--- src/hdl/sbwpd_pkg.sv ---
// sbwpd_pkg: shared types and constants for the sixty-bit word parcel decoder
// holds the opcode summary struct, register kind codes and operation class codes
// no dependencies
`timescale 1ns / 1ps
`default_nettype none

package sbwpd_pkg;

  localparam int DIGITS_PER_WORD = 20;
  localparam int DIGIT_W         = 3;
  localparam int WORD_W          = DIGITS_PER_WORD * DIGIT_W;
  localparam int PARCEL_W        = 5 * DIGIT_W;
  localparam int LONG_K_W        = 18;

  localparam logic [1:0] RK_NONE = 2'd0;
  localparam logic [1:0] RK_X    = 2'd1;
  localparam logic [1:0] RK_B    = 2'd2;

  localparam logic [3:0] CLS_INVALID   = 4'd0;
  localparam logic [3:0] CLS_STOP      = 4'd1;
  localparam logic [3:0] CLS_BRANCH    = 4'd2;
  localparam logic [3:0] CLS_BR_LONG   = 4'd3;
  localparam logic [3:0] CLS_BR_INC    = 4'd4;
  localparam logic [3:0] CLS_BOOLEAN   = 4'd5;
  localparam logic [3:0] CLS_SHIFT     = 4'd6;
  localparam logic [3:0] CLS_NORMALIZE = 4'd7;
  localparam logic [3:0] CLS_FADD      = 4'd8;
  localparam logic [3:0] CLS_IADD      = 4'd9;
  localparam logic [3:0] CLS_FMUL      = 4'd10;
  localparam logic [3:0] CLS_FDIV      = 4'd11;
  localparam logic [3:0] CLS_NOOP      = 4'd12;
  localparam logic [3:0] CLS_POPCOUNT  = 4'd13;
  localparam logic [3:0] CLS_INCREMENT = 4'd14;

  typedef struct packed {
    logic [3:0] op_class;
    logic [1:0] kind_i;
    logic [1:0] kind_j;
    logic [1:0] kind_k;
    logic       lng;
  } op_info_t;

endpackage

`default_nettype wire

--- src/hdl/sixty_bit_word_parcel_decoder_unit.sv ---
// sixty_bit_word_parcel_decoder_unit: splits a 60-bit word into 15/30-bit parcels
// each word is loaded into the parcel shift register; the outputs are registered
// throughput: one decoded instruction per cycle while result_stall is low, set by
//   the parcel shift register that moves one parcel (or two for long) per cycle
// reset: synchronous, clears the sequencer and the output valid
// depends on sbwpd_pkg and sbwpd_opdec
`timescale 1ns / 1ps
`default_nettype none

module sixty_bit_word_parcel_decoder_unit (
  input  wire logic        clk,
  input  wire logic        rst,
  input  wire logic        word_valid,
  output logic             word_stall,
  input  wire logic [59:0] instruction_word,
  output logic             result_valid,
  input  wire logic        result_stall,
  output logic [3:0]       operation_class,
  output logic [1:0]       first_reg_kind,
  output logic [1:0]       second_reg_kind,
  output logic [1:0]       third_reg_kind,
  output logic [2:0]       field_i,
  output logic [2:0]       field_j,
  output logic [17:0]      field_k,
  output logic             is_long,
  output logic [1:0]       parcel_position,
  output logic             long_at_end,
  output logic             last
);

  typedef enum logic [1:0] {
    S_IDLE = 2'b01,
    S_WALK = 2'b10
  } state_t;

  state_t                              state;
  logic [1:0]                          pidx;
  logic [sbwpd_pkg::WORD_W-1:0]        word_sr;
  sbwpd_pkg::op_info_t                 info;
  logic                                long_here;
  logic                                at_end;
  logic                                fin;
  logic                                emit;
  logic                                take;

  sbwpd_opdec u_opdec (
    .op_hi (word_sr[59:57]),
    .op_lo (word_sr[56:54]),
    .info  (info)
  );

  assign long_here  = info.lng && (pidx != 2'd3);
  assign at_end     = info.lng && (pidx == 2'd3);
  assign fin        = (pidx == 2'd3) || ((pidx == 2'd2) && long_here);
  assign emit       = (state == S_WALK) && (!result_valid || !result_stall);
  assign word_stall = rst || !((state == S_IDLE) || (emit && fin));
  assign take       = word_valid && !word_stall;

  always_ff @(posedge clk) begin
    if (rst) begin
      state        <= S_IDLE;
      pidx         <= 2'd0;
      result_valid <= 1'b0;
    end else begin
      if (take) begin
        state <= S_WALK;
        pidx  <= 2'd0;
      end else if (emit) begin
        if (fin) state <= S_IDLE;
        pidx <= pidx + (long_here ? 2'd2 : 2'd1);
      end
      if (emit) begin
        result_valid <= 1'b1;
      end else if (!result_stall) begin
        result_valid <= 1'b0;
      end
    end
  end

  // parcel shift register, leading parcel at the top
  always_ff @(posedge clk) begin
    if (take) begin
      word_sr <= instruction_word;
    end else if (emit) begin
      if (long_here) begin
        word_sr <= {word_sr[29:0], 30'd0};
      end else begin
        word_sr <= {word_sr[44:0], 15'd0};
      end
    end
  end

  always_ff @(posedge clk) begin
    if (emit) begin
      operation_class <= info.op_class;
      first_reg_kind  <= info.kind_i;
      second_reg_kind <= info.kind_j;
      third_reg_kind  <= info.kind_k;
      field_i         <= word_sr[53:51];
      field_j         <= word_sr[50:48];
      field_k         <= long_here ? word_sr[47:30] : {15'd0, word_sr[47:45]};
      is_long         <= long_here;
      parcel_position <= pidx;
      long_at_end     <= at_end;
      last            <= fin;
    end
  end

endmodule

`default_nettype wire

--- src/hdl/sbwpd_opdec.sv ---
// sbwpd_opdec: opcode classifier for one instruction parcel
// maps the two leading octal digits to class, register kinds and length
// depends on sbwpd_pkg
`timescale 1ns / 1ps
`default_nettype none

module sbwpd_opdec (
  input  wire logic [2:0]          op_hi,
  input  wire logic [2:0]          op_lo,
  output sbwpd_pkg::op_info_t      info
);

  always_comb begin
    info.op_class = sbwpd_pkg::CLS_INVALID;
    info.kind_i   = sbwpd_pkg::RK_NONE;
    info.kind_j   = sbwpd_pkg::RK_NONE;
    info.kind_k   = sbwpd_pkg::RK_NONE;
    info.lng      = 1'b0;
    case (op_hi)
      3'd0: begin
        info.lng = 1'b1;
        case (op_lo)
          3'd0: begin
            info.op_class = sbwpd_pkg::CLS_STOP;
            info.lng      = 1'b0;
          end
          3'd1: info.op_class = sbwpd_pkg::CLS_BRANCH;
          3'd2: begin
            info.op_class = sbwpd_pkg::CLS_BRANCH;
            info.kind_i   = sbwpd_pkg::RK_B;
          end
          3'd3: begin
            info.op_class = sbwpd_pkg::CLS_BR_LONG;
            info.kind_j   = sbwpd_pkg::RK_X;
          end
          default: begin
            info.op_class = sbwpd_pkg::CLS_BR_INC;
            info.kind_i   = sbwpd_pkg::RK_B;
          end
        endcase
      end
      3'd1: begin
        info.op_class = sbwpd_pkg::CLS_BOOLEAN;
        info.kind_i   = sbwpd_pkg::RK_X;
        info.kind_j   = (op_lo == 3'd4) ? sbwpd_pkg::RK_NONE : sbwpd_pkg::RK_X;
        info.kind_k   = (op_lo == 3'd0) ? sbwpd_pkg::RK_NONE : sbwpd_pkg::RK_X;
      end
      3'd2: begin
        if (op_lo == 3'd5) begin
          info.op_class = sbwpd_pkg::CLS_NORMALIZE;
        end else begin
          info.op_class = sbwpd_pkg::CLS_SHIFT;
          info.kind_i   = sbwpd_pkg::RK_X;
          if (op_lo >= 3'd2) info.kind_j = sbwpd_pkg::RK_B;
          if (op_lo == 3'd4 || op_lo >= 3'd6) info.kind_k = sbwpd_pkg::RK_X;
        end
      end
      3'd3: begin
        info.op_class = (op_lo <= 3'd5) ? sbwpd_pkg::CLS_FADD : sbwpd_pkg::CLS_IADD;
        info.kind_i   = sbwpd_pkg::RK_X;
        info.kind_j   = sbwpd_pkg::RK_X;
        info.kind_k   = sbwpd_pkg::RK_X;
      end
      3'd4: begin
        case (op_lo) inside
          [3'd0:3'd2]: info.op_class = sbwpd_pkg::CLS_FMUL;
          3'd3:        info.op_class = sbwpd_pkg::CLS_SHIFT;
          [3'd4:3'd5]: begin
            info.op_class = sbwpd_pkg::CLS_FDIV;
            info.kind_i   = sbwpd_pkg::RK_X;
            info.kind_j   = sbwpd_pkg::RK_X;
            info.kind_k   = sbwpd_pkg::RK_X;
          end
          3'd6:        info.op_class = sbwpd_pkg::CLS_NOOP;
          default: begin
            info.op_class = sbwpd_pkg::CLS_POPCOUNT;
            info.kind_i   = sbwpd_pkg::RK_X;
            info.kind_k   = sbwpd_pkg::RK_X;
          end
        endcase
      end
      default: begin
        info.op_class = sbwpd_pkg::CLS_INCREMENT;
        info.lng      = (op_lo <= 3'd2);
      end
    endcase
  end

endmodule

`default_nettype wire

--- config.mk ---
export PLATFORM = sky130hd
export DESIGN_NAME = sixty_bit_word_parcel_decoder_unit
export DESIGN_NICKNAME = d
export VERILOG_FILES = /design/src/hdl/sbwpd_pkg.sv /design/src/hdl/sixty_bit_word_parcel_decoder_unit.sv /design/src/hdl/sbwpd_opdec.sv
export SDC_FILE = /design/constraint.sdc
export NUM_CORES = 1
export LEC_CHECK = 0
export ABC_AREA = 1
export BUFFER_PORTS_ARGS = -buffer_cell sky130_fd_sc_hd__buf_2
export CORE_ASPECT_RATIO = 1.4
export CORE_MARGIN = 2
export CORE_UTILIZATION = 33
export CTS_CLUSTER_SIZE = 25
export DETAILED_ROUTE_END_ITERATION = 8
export HOLD_SLACK_MARGIN = 0.08
export SYNTH_ARGS = -nofsm -noshare
export SYNTH_HDL_FRONTEND = slang
export SYNTH_SLANG_ARGS = --single-unit
--- constraint.sdc ---
create_clock -name clk -period 8.7 [get_ports clk]
set_clock_uncertainty 0.15 [all_clocks]
set_input_delay 0.87 -clock clk [delete_from_list [all_inputs] [get_ports clk]]
set_output_delay 0.87 -clock clk [all_outputs]
set_load 0.01 [all_outputs]
==> results of run 1 <==
## routing by layer
layer	track usage, %	vias up	share of wire (%)
met4	7.95	0	3.1
met5	0	-	0
met1	17.5	1703	42
met3	2.73	22	5.7
met2	23.6	117	49
li1	-	1924	-
## kinds of logic (layout without fill, tap and decap cells)
kind of cell | count (synthesis) | count (layout) | share of synthesized area [%]
buffers and inverters | 97 | 187 | 9.58
AO/OA/AOI/OAI | 51 | 51 | 5.41
adder cells (fa/ha/maj) | 1 | 1 | 0.248
flip-flops | 103 | 103 | 60.4
AND/OR/NAND/NOR | 273 | 273 | 24.3
other | 1 | 1 | 0.0744
## cell usage in the layout (no fill, tap or decap), types with 3 or more instances in the layout
master,netlist,layout
buf_4,1,3
o21ai_1,12,12
a21oi_1,6,6
nand4_1,47,47
buf_2,6,103
o21ai_0,25,25
nor2_2,6,6
nand2_2,4,5
clkbuf_16,0,9
inv_1,62,62
edfxtp_1,98,98
nor2_1,53,53
nand2_1,150,149
nand3_1,5,5
dfxtp_1,5,5
## synthesized netlist by cell type (4+ instances only)
cell type / instances / share of area, %
buf_6: 14 / 3.1
o21ai_0: 25 / 2.5
a21oi_1: 6 / 0.60
edfxtp_1: 98 / 58
nand4_1: 47 / 5.8
inv_1: 62 / 4.6
nand2_2: 4 / 0.50
nand3_1: 5 / 0.50
nor2_2: 6 / 0.74
dfxtp_1: 5 / 2.0
buf_2: 6 / 0.60
nand2_1: 150 / 11
nor2_1: 53 / 3.9
o21ai_1: 12 / 1.2
clkbuf_1: 11 / 0.82
## sequential cells by signal (all words and copies together), names as in the netlist
signal           flops
last                 1
parcel_position      2
first_reg_kind       2
field_j              3
third_reg_kind       1
field_k             18
field_i              3
pidx                 2
word_sr             60
result_valid         1
operation_class      4
second_reg_kind      2
state                2
is_long              1
long_at_end          1
## power breakdown
part / switching (uW) / internal, uW
logic: 105 / 48.8
clock network: 171 / 209
registers: 10.8 / 581
## area by class of cell
| type | count | area share, % |
|---|---|---|
| flip-flops and latches | 103 | 51.9 |
| multi-input cells | 326 | 25.9 |
| repair buffers | 106 | 9.17 |
| clock buffers | 13 | 4.44 |
| inverters | 65 | 4.20 |
| well taps | 192 | 4.10 |
| clock inverters | 3 | 0.320 |
## stage by stage
step                      hold slack, ns  util [%]  cells  total power [uW]  instance area, um2
after floorplan                    0.250         -    526               723                5040
after global placement             0.259      37.3    792               752                5590
after detailed placement           0.264      37.3    792               758                5590
after CTS                          0.279      39.1    808              1140                5860
after global routing               0.286      39.1    808              1180                5860
final                              0.276      39.1    808              1130                5860
## worst paths after layout
check / from / to / slack [ns] / cells past startpoint
min: word_sr[49]$_DFFE_PP_ / field_j[1]$_DFFE_PP_ / 0.28 / 0
max: result_stall / word_sr[51]$_DFFE_PP_ / 4.24 / 10
min reg2reg: word_sr[49]$_DFFE_PP_ / field_j[1]$_DFFE_PP_ / 0.28 / 0
max reg2reg: state[0]$_SDFFE_PP1P_ / word_sr[51]$_DFFE_PP_ / 4.55 / 9
## critical path, cell delays in order
cell and delay (ns):
buf_2 0.10, nand2_1 0.07, nand3_1 0.16, inv_1 0.09, buf_4 0.42, nand3_2 0.17, nand2_2 0.69, nand3_4 0.81
nand2_2 0.21, buf_4 0.63
==> results.py, run 1 <==
metrics = {
    "drt": {
        "wire_per_inst_um": 13.8,
        "post_drt_via_cell_ratio": 4.66,
        "totalWireLength_mm": 11.1,
        "drc_errors": 0,
        "first_pass_iters": 5,
        "num_vias": 3766,
        "ant_nets": 0,
        "drt_iter0_drc": 196,
    },
    "sta": {
        "fmax_mhz": 224,
        "tns_ns": 0,
        "fin_crit_ns": 4.46,
        "rsz0062_at_grt": "false",
        "hold_viol": 0,
        "finalSetupViolCount": 0,
        "worstMarginPinSlew_ns": 0.899,
        "layout_worst_path_cycle_share_pct": 51.2,
        "fin_ws_ns": 4.24,
        "slew_headroom_pct": 39.8,
        "report.final.slew_viol_count": 0,
    },
    "floorplanning": {
        "num_rows": 53,
        "die_area_um2": 16300,
        "io_pins": 105,
        "die_w_um": 108,
        "die_h_um": 150,
        "core_area_um2": 15000,
        "initial_core_util_pct": 33.6,
    },
    "worst_setup_path": {
        "cp_max_fo": 64,
        "startpoint_type": "input port",
        "critical_path_class": "input port to flop",
        "endpoint_kind": "flop",
        "critPathRequiredTime_ns": 8.53,
        "worstPathArrival_ns": 4.28,
    },
    "run": {
        "drv_cap": 0,
    },
    "cts": {
        "postCtsResizedCells": 0,
        "root_buffer": "clkbuf_16",
        "cts_hold_buf": 0,
        "clock_latency_ns": 0.35,
        "post_cts_buffers": 0,
        "clock_sinks": 103,
        "clk_pin_slew_ns": 0.06,
        "cts_tree": "yes",
        "clk_path_buf_depth": 2,
        "cts.htree.levels": 3,
        "cts_made_buffers": 9,
    },
    "finish": {
        "fillers": 1543,
        "area_delta_synth_final_pct": 16.3,
        "finalNetCount": 676,
        "ff_latch_area_um2": 3040,
        "multiInputGateArea_um2": 1520,
        "drive_above_1_share_pct": 23.1,
        "n_antenna_cell": 0,
    },
    "placement": {
        "dp_hpwl_mm": 7.54,
        "place_congestion": 0.807,
        "dpl_worst_slack_ns": 3.80,
        "port_buffers": 103,
    },
    "synthesis": {
        "synth-main-ff-cell": "edfxtp_1",
        "syn-num-nets": 591,
        "synthArstFlopShare_pct": 0,
        "avgSynthCellArea_um2": 9.58,
        "synth-edff-count": 98,
        "yosysUniqueCellTypes": 33,
        "ys_ff_latch": 103,
        "yosysSeqAreaShare_pct": 60.4,
        "syn-instance-count": 526,
        "ys_warn_count": 0,
        "netlist_area_um2": 5040,
    },
    "min_path": {
        "worstHoldPathType": "flop to flop",
    },
    "global_route": {
        "grtUsageTotal_pct": 14.3,
        "grt_pass1_wl_mm": 17.9,
        "grt_max_degree": 65,
        "antenna_found_initial": 0,
        "gr-total-overflow": 0,
        "grt_pass1_vias": 3692,
    },
    "power": {
        "p_per_area_nw_per_um2": 192,
        "ir_worst_vdd_mv": 0.0776,
        "p_leak_uw": 0.00264,
    },
    "status": {
        "outcome": "finished, final reports clean",
    },
}
Power figures use the tool's default switching activity.
==> inputs of run 2 (changes only) <==
clock period = 4.18 ns   (was 8.7 ns; I/O delays follow)
==> results.py, run 2 (synthesis gave the netlist of run 1 again) <==
metrics = {
    "status": {
        "outcome": "finished, final reports clean",
    },
    "power": {
        "swShare_pct": 25.5,
        "ir_worst_vdd_mv": 0.158,
        "switchingPower_uw": 584,
        "seqPwrFrac_pct": 53.8,
        "p_per_area_nw_per_um2": 391,
        "power_frac_clock_pct": 32.1,
        "p_comb_share_pct": 14.1,
        "internal_power_uw": 1700,
        "p_leak_uw": 0.00263,
    },
    "worst_setup_path": {
        "critical_path_buf_inv_count": 2,
        "critical_path_class": "flop to primary output",
        "path_cells": "a21oi_1, nand2_2, nand3_2, nand3_2, nand2_2, buf_4, nand2_1, buf_2",
        "cp_max_fo": 46,
        "max_stage_delay_ns": 0.55,
        "endpoint_kind": "primary output",
        "worstPathArrival_ns": 2.27,
        "critical-path-top-delay-family": "buffers and inverters",
        "critPathRequiredTime_ns": 3.61,
        "startpoint_type": "flop",
        "slowest_stage": "edfxtp_1",
    },
    "sta": {
        "report.final.slew_viol_count": 0,
        "hold_viol": 0,
        "fmax_mhz": 353,
        "rsz0062_at_grt": "false",
        "layout_worst_path_cycle_share_pct": 67.8,
        "slew_headroom_pct": 41.9,
        "finalSetupViolCount": 0,
        "fin_crit_ns": 2.83,
        "worstMarginPinSlew_ns": 0.871,
        "tns_ns": 0,
    },
    "floorplanning": {
        "io_pins": 105,
        "initial_core_util_pct": 33.6,
        "die_area_um2": 16300,
        "die_h_um": 150,
        "core_area_um2": 15000,
        "num_rows": 53,
        "die_w_um": 108,
    },
    "global_route": {
        "antenna_found_initial": 0,
        "gr-total-overflow": 0,
        "grt_pass1_vias": 3700,
        "grt_pass1_wl_mm": 17.6,
        "grt_max_degree": 64,
        "grtUsageTotal_pct": 13.9,
    },
    "placement": {
        "port_buffers": 103,
        "place_congestion": 0.826,
        "dp_hpwl_mm": 7.64,
    },
    "drt": {
        "first_pass_iters": 5,
        "totalWireLength_mm": 11.0,
        "num_vias": 3803,
        "drc_errors": 0,
        "ant_nets": 0,
        "drt_iter0_drc": 334,
        "wire_per_inst_um": 13.6,
        "post_drt_via_cell_ratio": 4.70,
    },
    "finish": {
        "n_antenna_cell": 0,
        "final_common_cell": "nand2_1",
        "fin_util_pct": 39.1,
        "top_register": "word_sr",
        "finalNetCount": 678,
        "reg_top3": "word_sr x60, field_k x18, operation_class x4",
        "area_delta_synth_final_pct": 16.1,
        "largest_reg_flops": 60,
        "drive_above_1_share_pct": 23.0,
        "final_cell_mix": "nand2_1 (149), buf_2 (103), edfxtp_1 (98), inv_1 (62), nor2_1 (53)",
        "fillers": 1550,
    },
    "cts": {
        "clock_sinks": 103,
        "cts_tree": "yes",
        "postCtsResizedCells": 0,
        "clk_path_buf_depth": 2,
        "clk_pin_slew_ns": 0.07,
        "clock_latency_ns": 0.34,
        "cts_made_buffers": 9,
        "cts.htree.levels": 3,
        "cts_hold_buf": 0,
        "root_buffer": "clkbuf_16",
        "post_cts_buffers": 0,
    },
    "run": {
        "drv_cap": 0,
    },
    "min_path": {
        "worstHoldPathType": "input port to flop",
    },
}
-- run 2: changes by cell type in the layout (fill, tap and decap cells not counted) --
| cell | previous run | this run |
|---|---|---|
| clkinv_1 | 0 | 3 |
| buf_4 | 3 | 5 |
| clkbuf_1 | 2 | 0 |
| clkbuf_8 | 2 | 0 |
| clkinv_4 | 1 | 0 |
| clkinvlp_4 | 0 | 1 |
-- run 2: final cells by class --
class | count | area (um2) | area share, %
clock buffers | 9 | 225 | 3.85
clock inverters | 6 | 28.8 | 0.492
inverters | 65 | 246 | 4.21
multi-input cells | 326 | 1520 | 25.9
flip-flops and latches | 103 | 3040 | 52.0
well taps | 192 | 240 | 4.10
repair buffers | 108 | 553 | 9.45
-- run 2: worst paths after layout --
path / slack, ns / from / endpoint / cells past startpoint
hold / removal: 0.11 / rst / state[1]$_SDFFE_PP0P_ / 2
hold reg to reg: 0.27 / word_sr[49]$_DFFE_PP_ / field_j[1]$_DFFE_PP_ / 0
setup reg to reg: 1.59 / word_sr[56]$_DFFE_PP_ / word_sr[53]$_DFFE_PP_ / 9
setup / recovery: 1.35 / word_sr[56]$_DFFE_PP_ / word_stall / 8
-- run 2: metal layers --
metal | share of wire (%) | global-route usage, %
met1 | 41 | 16.5
met3 | 7.0 | 3.85
met2 | 50 | 24.0
met5 | 0 | 0
met4 | 2.1 | 5.26
-- run 2: power by group through the flow --
stage	Combinational (uW)	Clock, uW	Sequential, uW
detailed placement	324	0	1250
CTS	325	748	1230
global route	371	787	1240
global placement	315	0	1250
floorplan	253	0	1250
finish	322	734	1230
-- run 2: stage by stage --
| step | worst slack (ns) | instances | area, um2 | power, uW | hold WS, ns |
|---|---|---|---|---|---|
| finish | 1.35 | 809 | 5850 | 2290 | 0.112 |
| CTS | 1.34 | 809 | 5850 | 2300 | 0.100 |
| floorplan | 0.238 | 526 | 5040 | 1500 | 0.250 |
| detailed placement | 1.61 | 794 | 5600 | 1580 | 0.259 |
| global placement | 1.65 | 794 | 5600 | 1570 | 0.262 |
| global route | 1.16 | 809 | 5850 | 2390 | 0.106 |
